[config.mk]
export PLATFORM = sky130hd
export DESIGN_NAME = pac_ctrl
export DESIGN_NICKNAME = d
export VERILOG_FILES = /design/src/rtl/pac_pkg.sv /design/src/rtl/pac_ctrl.sv
export SDC_FILE = /design/constraint.sdc
export NUM_CORES = 1
export LEC_CHECK = 0
export ABC_AREA = 1
export BUFFER_PORTS_ARGS = -buffer_cell sky130_fd_sc_hd__buf_2
export CORE_MARGIN = 2
export CORE_UTILIZATION = 30
export CTS_CLUSTER_SIZE = 40
export DETAILED_ROUTE_END_ITERATION = 10
export PLACE_DENSITY = 0.64
export SYNTH_ARGS = -nofsm -noshare
export SYNTH_HDL_FRONTEND = slang
export SYNTH_SLANG_ARGS = --single-unit
[constraint.sdc]
create_clock -name clk -period 1.6 [get_ports clk]
set_input_delay 0.16 -clock clk [delete_from_list [all_inputs] [get_ports clk]]
set_output_delay 0.16 -clock clk [all_outputs]
set_load 0.005 [all_outputs]
[src/rtl/pac_pkg.sv]
`timescale 1ns / 1ps
// Shared types and constants for the polygon area and centroid block.
package pac_pkg;

	localparam int COORD_W = 16;
	localparam int OUT_W   = 24;
	localparam int FRAC_W  = 8;
	// Cross product of two vertices, sum of two coordinates, partial product.
	localparam int CROSS_W = 2 * COORD_W + 1;
	localparam int SUM_W   = COORD_W + 1;
	localparam int PART_W  = SUM_W + (CROSS_W - COORD_W);

	localparam logic signed [OUT_W-1:0] SAT_POS = {1'b0, {(OUT_W-1){1'b1}}};
	localparam logic signed [OUT_W-1:0] SAT_NEG = {1'b1, {(OUT_W-1){1'b0}}};

	typedef struct packed {
		logic signed [COORD_W-1:0] vertex_x;
		logic signed [COORD_W-1:0] vertex_y;
		logic                      last_vertex;
	} vertex_t;

	typedef struct packed {
		logic signed [OUT_W-1:0] centroid_x;
		logic signed [OUT_W-1:0] centroid_y;
		logic                    used_mean;
		logic                    too_many;
	} result_t;

	typedef enum logic [3:0] {
		S_COLLECT,
		S_CLOSE,
		S_DRAIN,
		S_PREP,
		S_LOAD_X,
		S_RUN_X,
		S_LOAD_Y,
		S_RUN_Y,
		S_FINISH
	} state_t;

	typedef struct packed {
		logic vtx_take;
		logic close_edge;
		logic prep;
		logic div_start;
		logic sel_y;
		logic out_load;
		logic clear;
	} cmd_t;

	typedef struct packed {
		logic busy;
		logic overflow;
		logic div_done;
	} status_t;

endpackage

[src/rtl/pac_ctrl.sv]
`timescale 1ns / 1ps
// Controller state machine sequencing vertex intake, drain, both divides and the result.
module pac_ctrl (
	input  logic              clk,
	input  logic              arst_n,
	input  logic              vertex_valid,
	input  logic              last_vertex,
	input  logic              result_stall,
	input  pac_pkg::status_t  status,
	output pac_pkg::cmd_t     cmd,
	output logic              vertex_stall,
	output logic              result_valid
);
	import pac_pkg::*;

	state_t state_q, state_d;
	logic   result_valid_q;
	logic   accept;
	logic   can_load;

	assign accept   = vertex_valid && (state_q == S_COLLECT);
	assign can_load = !result_valid_q || !result_stall;

	always_comb begin
		state_d = state_q;
		unique case (state_q)
			S_COLLECT: if (accept && last_vertex) state_d = S_CLOSE;
			S_CLOSE:   state_d = S_DRAIN;
			S_DRAIN:   if (!status.busy) state_d = S_PREP;
			S_PREP:    state_d = status.overflow ? S_FINISH : S_LOAD_X;
			S_LOAD_X:  state_d = S_RUN_X;
			S_RUN_X:   if (status.div_done) state_d = S_LOAD_Y;
			S_LOAD_Y:  state_d = S_RUN_Y;
			S_RUN_Y:   if (status.div_done) state_d = S_FINISH;
			S_FINISH:  if (can_load) state_d = S_COLLECT;
			default:   state_d = S_COLLECT;
		endcase
	end

	always_comb begin
		cmd          = '0;
		vertex_stall = 1'b1;
		unique case (state_q)
			S_COLLECT: begin
				vertex_stall = 1'b0;
				cmd.vtx_take = accept;
			end
			S_CLOSE:  cmd.close_edge = !status.overflow;
			S_DRAIN:  ;
			S_PREP:   cmd.prep = 1'b1;
			S_LOAD_X: cmd.div_start = 1'b1;
			S_RUN_X:  ;
			S_LOAD_Y: begin
				cmd.sel_y     = 1'b1;
				cmd.div_start = 1'b1;
			end
			S_RUN_Y:  cmd.sel_y = 1'b1;
			S_FINISH: begin
				cmd.out_load = can_load;
				cmd.clear    = can_load;
			end
			default:  ;
		endcase
	end

	always_ff @(posedge clk or negedge arst_n) begin
		if (!arst_n) begin
			state_q        <= S_COLLECT;
			result_valid_q <= 1'b0;
		end else begin
			state_q <= state_d;
			if (cmd.out_load) begin
				result_valid_q <= 1'b1;
			end else if (!result_stall) begin
				result_valid_q <= 1'b0;
			end
		end
	end

	assign result_valid = result_valid_q;

endmodule

Word level (Yosys, flattened, before mapping)
Index checks and enable logic that the tools add are counted.
- register bits: 5
- input port bits: 8
- output and inout port bits: 9
- logic and storage cells: 42
- eq/ne operators: 14
- multiplexer cells: 16
- reductions and logical operators: 10
- operators with widths (kind ; number):
    4-bit one-hot mux with 9 select lines ; 1
    4-bit two-way mux ; 6
    4-bit by 3-bit equality test with 1-bit output, second input constant ; 4
    4-bit by 2-bit equality test with 1-bit output, second input constant ; 2
    1-bit two-way mux ; 8
    2-bit inequality test, second input constant ; 4
    5-bit AND reduction ; 1
    4-bit by 1-bit equality test with 1-bit output, second input constant ; 1
    4-bit equality test, second input constant ; 1
    4-bit logical NOT ; 1
    2-bit by 1-bit inequality test with 1-bit output, second input constant ; 2
    2-bit OR reduction ; 2
    1-bit logical NOT ; 3
    1-bit logical AND ; 2
    2-bit two-way mux ; 1
    1-bit logical OR ; 1

Logic depth before layout (Yosys ltp)
Gate-level depths: netlist of the first run.
- word-level depth: 5
- mapped depth: 8
- gate-level depth less buffers: 8

Worst setup path after synthesis of the first run
Ideal clock, no wire load.
- kind: register -> output
- start: register state_q[0]
- end: output cmd[1] (netlist name)
- data arrival time: 0.943 ns
- required time: 1.440 ns
- slack: 0.497 ns
- stages on the path, launching flop included: 5
- path buffers: 1
- path through: dfrtp_1 nor2_2 nand2_1 nor2_1 buf_4
- RTL lines (what ; line ; RTL):
    from (decl) ; pac_ctrl.sv:16 ; state_t state_q, state_d;
    from (signal assigned) ; pac_ctrl.sv:71 ; state_q <= state_d;
    to (decl) ; pac_ctrl.sv:10 ; output pac_pkg::cmd_t cmd,

==> results of run 1 <==
-- area by class of cell --
type,count,area [um^2],share of cell area [%]
Clock buffer,4,26.28,5.060
Inverter,11,41.29,7.952
Timing Repair Buffer,17,90.09,17.35
Tap cell,15,18.77,3.614
Multi-Input combinational cell,43,217.7,41.93
Sequential cell,5,125.1,24.10
-- sequential cells by signal, summed over array words and instances, names as in the netlist --
| signal | count |
|---|---|
| state_q | 4 |
| result_valid | 1 |
-- critical path: stages, from the launching register on --
cell     delay, ps
dfrtp_1        420
nor2_2         250
inv_1          100
nor3_1         130
buf_2          130
-- what timing repair did --
item                                    4_1_cts  5_1_grt
setup buffers                                 0        0
endpoints found under the hold margin         5        0
endpoints found under the setup margin        0        0
hold buffers                                  1        0
-- metrics by stage --
step | utilization (%) | setup WS (ps) | total power (W)
final | 41.46 | 175.8 | 0.0007789
after global routing | 41.46 | 82.00 | 0.0008787
after CTS | 41.46 | 147.8 | 0.0007986
after detailed placement | 38.56 | 414.3 | 0.0006488
after global placement | 38.56 | 433.8 | 0.0006507
after floorplan | - | 497.4 | 0.0005323
-- layer usage --
layer / wire (um) / up-vias / global-route usage (%)
met2: 382 / 6 / 20.16
met4: 0 / 0 / 5.172
met3: 36 / 0 / 1.667
li1: - / 221 / -
met5: 0 / - / 0
met1: 320 / 173 / 12.93
-- power by group through the flow --
stage | Sequential, W | Combinational, W | Clock, W
after floorplan | 0.000216 | 0.000316 | 0
after global placement | 0.000223 | 0.000427 | 0
after detailed placement | 0.000221 | 0.000427 | 0
after CTS | 0.000220 | 0.000430 | 0.000148
after global routing | 0.000230 | 0.000496 | 0.000153
final | 0.000221 | 0.000419 | 0.000139
-- path summary, 6_finish.rpt --
| kind | start | end | slack, ps | cells after the start |
|---|---|---|---|---|
| min in group asynchronous | arst_n | state_q[0]$_DFFE_PN0P_ | 270 | 2 |
| max in group asynchronous | arst_n | state_q[2]$_DFFE_PN0P_ | 1200 | 2 |
| min | result_stall | result_valid$_DFFE_PN0P_ | 150 | 3 |
| max reg2reg | state_q[3]$_DFFE_PN0P_ | state_q[2]$_DFFE_PN0P_ | 450 | 5 |
| max | state_q[3]$_DFFE_PN0P_ | cmd[5] | 180 | 4 |
| min reg2reg | result_valid$_DFFE_PN0P_ | result_valid$_DFFE_PN0P_ | 490 | 2 |
-- cell families (layout without fill, tap and decap cells) --
family / Yosys count / in the layout
simple gates: 39 / 39
flops: 5 / 5
buf+inv: 12 / 32
compound gates: 4 / 4
-- cells in the final DEF (no fill, tap or decap) --
cell           netlist  final
clkinv_1             1      1
inv_1                7      7
nand2_1             19     19
nand2_2              4      4
o21ai_0              2      2
a22oi_2              1      1
nor2_2               4      4
dfrtp_1              5      5
nor3_1               2      2
o21ai_1              1      1
buf_2                0     16
clkbuf_4             0      3
nor2_1               6      6
nand3_2              2      2
dlygate4sd3_1        0      1
inv_2                3      3
clkbuf_1             0      1
nand3_1              1      1
nor2_4               1      1
==> qor.txt, run 1 <==
filler instances: 126
GPL Wtd Cong: 0.7342
Layout area overhead: 32.59%
fin crit share: 89.01%
CTS Sinks: 5
row cnt: 13
Root Buffer Master: clkbuf_4
share of Yosys cell area claimed by the top area cell type: 31.95%
Vias/cell: 4.211
Slew Viols, Final: 0
total gr overflow: 0
maximum vdd drop: 0.5138 mV
placed instance area: 483.0 um^2
Nets: 89
Yosys top cell by area: dfrtp_1
Arrival @ worst endpoint: 1260 ps
sw frac: 44.54%
multiplexer share of the synthesized area: 0%
WHS: 154.9 ps
largest family of logic cells by synthesized area: simple AND/OR/NAND/NOR gates
DR vias: 400
EDFF count, synth: 0
CP endpoint kind: primary output
Die X-Extent: 40.13 um
First DRT Iteration DRCs: 6
CTS tree: done
Final Hold Violating Endpoints: 0
synth cell count leaders: 19 x nand2_1, 7 x inv_1, 6 x nor2_1
RSZ-0062 raised after global routing: false
GRT Overall Usage: 11.25%
core box area: 1252 um^2
crit path kind: reg -> out
max_slew headroom: 84.06%
combinational share of power: 53.8%
die area: 1610 um^2
setup_tns: 0 ps
worst skew pair latency: 230 ps
Tmin final: 1424 ps
Yosys reg bits: 5
Setup-failing EPs final: 0
Reg clk slew, reported paths: 40 ps
largest net degree at the start of global routing: 8
global-route wire length before repair: 1179 um
syn_nets: 68
H-tree Lvls: 1
leakage: 0.3195 nW
final instance area: 519.2 um^2
compound-gate portion of the synthesized area: 7.029%
Slew @ Worst Pin: 238.8 ps
Routed Antenna Nets: 0
sequential power share: 28.3%
Seq/Total Area, Yosys: 31.95%
Die Ht: 40.13 um
post-DR wirelength/cell: 7.789 um
initial antenna violation count: 0
mapped cell area: 391.6 um^2
post-synthesis cell count: 60
Required @ worst endpoint: 1440 ps
vias in the first global route: 318
status: complete, no violations
Initial Utilization: 31.27%
# diodes: 0
wirelength, routed: 740 um
Post-synth ARST share: 100.0%
PD cells: 1500 nW/um^2
DRC Markers: 0
Sw Pwr: 0.0003469 W
top-count cell post-synth: nand2_1
Max-Cap Viols: 0
maximum clock rate: 702.1 MHz
Synth Area in Adders: 0%
Synth Flop Type: dfrtp_1
XOR/XNOR Fraction of Synth Area: 0%
Clk network pwr share: 17.9%
YS warnings: 0
TritonCTS Buffers: 3
Synth Area in Simple Gates: 48.56%
Ports: 17
Avg Cell Area, Syn: 6.527 um^2
Max FO, Critical Path: 5
HPWL after DPL: 658.3 um
Yosys cell types: 16
Inst Count DP: 90
share of cells above drive strength 1: 42.50%
HP Class: in -> reg
Final Skew: 1.615 ps
critical path startpoint category: register
Area contributors post-synth: dfrtp_1 32%, nand2_1 18%, inv_1 6.7%
Clock Path Buffers: 2
Pint: 0.0004320 W
IO Port Bufs: 16
Post-CTS Resized: 0
total iterations of the first detailed-routing run: 4
Non-Filler Instances: 95
No activity file was read; power rests on OpenSTA's default activity.
==> run 2: changes to the inputs <==
==> config.mk (replaced) <==
export PLATFORM = sky130hd
export DESIGN_NAME = pac_ctrl
export DESIGN_NICKNAME = d
export VERILOG_FILES = /design/src/rtl/pac_pkg.sv /design/src/rtl/pac_ctrl.sv
export SDC_FILE = /design/constraint.sdc
export NUM_CORES = 1
export LEC_CHECK = 0
export BUFFER_PORTS_ARGS = -buffer_cell sky130_fd_sc_hd__buf_2
export CORE_AREA = 2 2 39 41
export CTS_CLUSTER_SIZE = 40
export DETAILED_ROUTE_END_ITERATION = 10
export DIE_AREA = 0 0 41 43
export PLACE_DENSITY = 0.59
export SYNTH_ARGS = -nofsm -noshare
export SYNTH_HDL_FRONTEND = slang
export SYNTH_SLANG_ARGS = --single-unit
==> constraint.sdc (replaced) <==
create_clock -name clk -period 1.3 [get_ports clk]
set_input_delay 0.13 -clock clk [delete_from_list [all_inputs] [get_ports clk]]
set_output_delay 0.13 -clock clk [all_outputs]
set_load 0.005 [all_outputs]
==> qor.txt, run 2 <==
status: finished with violations
failing checks: setup timing
Max-Cap Viols: 0
Initial Utilization: 23.69%
Yosys reg bits: 5
metal2 WL: 448 um
total iterations of the first detailed-routing run: 3
Non-Filler Instances: 86
Synth Area in Simple Gates: 34.35%
WL met3: 58 um
Yosys top cell by area: dfrtp_1
Ports: 17
# diodes: 0
Yosys cell types: 21
Max FO, Critical Path: 4
core box area: 1384 um^2
CTS tree: done
maximum clock rate: 637.1 MHz
multiplexer share of the synthesized area: 3.053%
Root Buffer Master: clkbuf_4
Pint: 0.0008537 W
DR vias: 405
DRC Markers: 0
Avg Cell Area, Syn: 9.106 um^2
Clock Path Buffers: 2
worst skew pair latency: 240 ps
Reg clk slew, reported paths: 40 ps
PD cells: 2123 nW/um^2
syn_nets: 44
critical-path cell list: or4b_4 > a21oi_2 > buf_2
Required @ worst endpoint: 1170 ps
Post-synth ARST share: 100.0%
CTS Sinks: 5
CP max stage cell: or4b_4
total gr overflow: 0
filler instances: 148
IO Port Bufs: 16
Slew Viols, Final: 0
GRT Overall Usage: 13.12%
sw frac: 34.95%
vias in the first global route: 377
initial antenna violation count: 0
Clk network pwr share: 13.9%
top-count cell post-synth: dfrtp_1
Inst Count DP: 74
most frequent cells in the layout: 15 x buf_2, 14 x buf_4, 5 x dfrtp_1
Setup-failing EPs final: 12
combinational share of power: 65.0%
crit-path leading delay family: simple AND/OR/NAND/NOR gates
worst setup margin: -269.7 ps
Synth Flop Type: dfrtp_1
critical path startpoint category: register
GPL Wtd Cong: 0.7577
post-synthesis cell count: 36
delay of the slowest cell on the worst path: 540 ps
Crit path buffers/inverters: 1
compound-gate portion of the synthesized area: 14.12%
CP Launch Point: state_q[0]$_DFFE_PN0P_
row cnt: 14
Routed Antenna Nets: 0
max FFs per register: 4
leakage: 0.3266 nW
Area contributors post-synth: dfrtp_1 38%, or3_1 5.7%, and3b_1 5.3%
largest net degree at the start of global routing: 7
Final Hold Violating Endpoints: 0
area of the multi-input gates: 215.2 um^2
commonest non-fill, non-tap cell in the layout: buf_2
Tmin final: 1570 ps
Die X-Extent: 41 um
EDFF count, synth: 0
sequential power share: 21.1%
WHS: 139.8 ps
Final Skew: 1.064 ps
YS warnings: 0
Slew @ Worst Pin: 219.3 ps
post-DR wirelength/cell: 11.30 um
global-route wire length before repair: 1497 um
TritonCTS Buffers: 3
mapped cell area: 327.8 um^2
wirelength, routed: 972 um
Synth Area in Adders: 0%
HP Class: in -> reg
HPWL after DPL: 650.5 um
die area: 1763 um^2
Seq/Total Area, Yosys: 38.17%
Arrival @ worst endpoint: 1440 ps
post-route met1 wirelength: 423 um
Vias/cell: 4.709
XOR/XNOR Fraction of Synth Area: 0%
largest family of logic cells by synthesized area: simple AND/OR/NAND/NOR gates
Sw Pwr: 0.0004588 W
H-tree Lvls: 1
First DRT Iteration DRCs: 3
most flop-heavy register: state_q
fin crit share: 120.7%
maximum vdd drop: 0.7196 mV
synth cell count leaders: 5 x dfrtp_1, 4 x nand2_1, 3 x a21oi_1, 3 x or3_1
Nets: 79
Hold Startpoint: result_stall
area occupied by registers: 125.1 um^2
CP endpoint kind: primary output
FF-to-FF Start: state_q[1]$_DFFE_PN0P_
share of Yosys cell area claimed by the top area cell type: 38.17%
share of cells above drive strength 1: 67.14%
crit path kind: reg -> out
Layout area overhead: 88.55%
DR top layer: met4
max_slew headroom: 84.96%
Die Ht: 43 um
RSZ-0062 raised after global routing: true
## run 2: cell types whose count changed after synthesis, sizes merged, moves of 2 or more
cell   change
buf        +2
inv        -8
nor2      -10
or3        +3
nand3      -2
a21oi      +4
nand2     -19
o21ai      -2
and3b      +2
## run 2: power groups by stage
stage,clock network [W],registers (W),logic (W)
after CTS,0.000182,0.000269,0.000770
after detailed placement,0,0.000290,0.000565
after global placement,0,0.000284,0.000575
after floorplan,0,0.000280,0.000302
final,0.000183,0.000277,0.000852
after global routing,0.000196,0.000281,0.000933
## run 2: cells by family after synthesis
kind of cell    count (synthesis)
compound gates                  7
buf+inv                         5
flops                           5
mux                             1
simple gates                   18
## run 2: worst paths after layout
check	endpoint	slack (ps)	depth (start not counted)
worst max-delay path	cmd[1]	-270	3
worst min-delay path	result_valid$_DFFE_PN0P_	140	3
worst max register to register	state_q[0]$_DFFE_PN0P_	-140	5
worst min register to register	result_valid$_DFFE_PN0P_	550	2
max in group asynchronous	state_q[0]$_DFFE_PN0P_	940	2
min in group asynchronous	state_q[2]$_DFFE_PN0P_	230	2
## run 2: stage by stage
stage	worst slack, ps	util, %	power, W	setup TNS, ps	instance area (um^2)
after floorplan	-83.48	-	0.0005818	-83.48	335.3
after global placement	-22.40	34.45	0.0008593	-44.10	476.7
after detailed placement	-47.51	34.45	0.0008546	-108.2	476.7
after CTS	-275.7	42.50	0.001222	-1293	588.1
after global routing	-313.4	44.67	0.001411	-2417	618.1
final	-269.7	44.67	0.001312	-1914	618.1
## run 2: metal layers
| metal | up-vias | global-route usage (%) |
|---|---|---|
| li1 | 198 | - |
| met1 | 187 | 14.71 |
| met2 | 16 | 19.06 |
| met3 | 4 | 1.571 |
| met4 | 0 | 14.00 |
| met5 | - | 0 |
## run 2: cell type report
| cell class | instances | share of cell area (%) |
|---|---|---|
| Multi-Input combinational cell | 26 | 34.82 |
| Clock buffer | 4 | 4.251 |
| Inverter | 2 | 1.215 |
| Sequential cell | 5 | 20.24 |
| Timing Repair Buffer | 33 | 36.23 |
| Tap cell | 16 | 3.239 |
## run 2: worst min-delay path, delay by kind of cell
kind | cells | cell delay [ps]
simple gates | 2 | 130
buf+inv | 1 | 90
## run 2: what timing repair did
item,CTS,global route
setup buffers,5,2
resized for setup,7,4
pin swaps,5,3
hold buffers,1,0
endpoints found under the setup margin,6,12
hold endpoints to repair,5,0
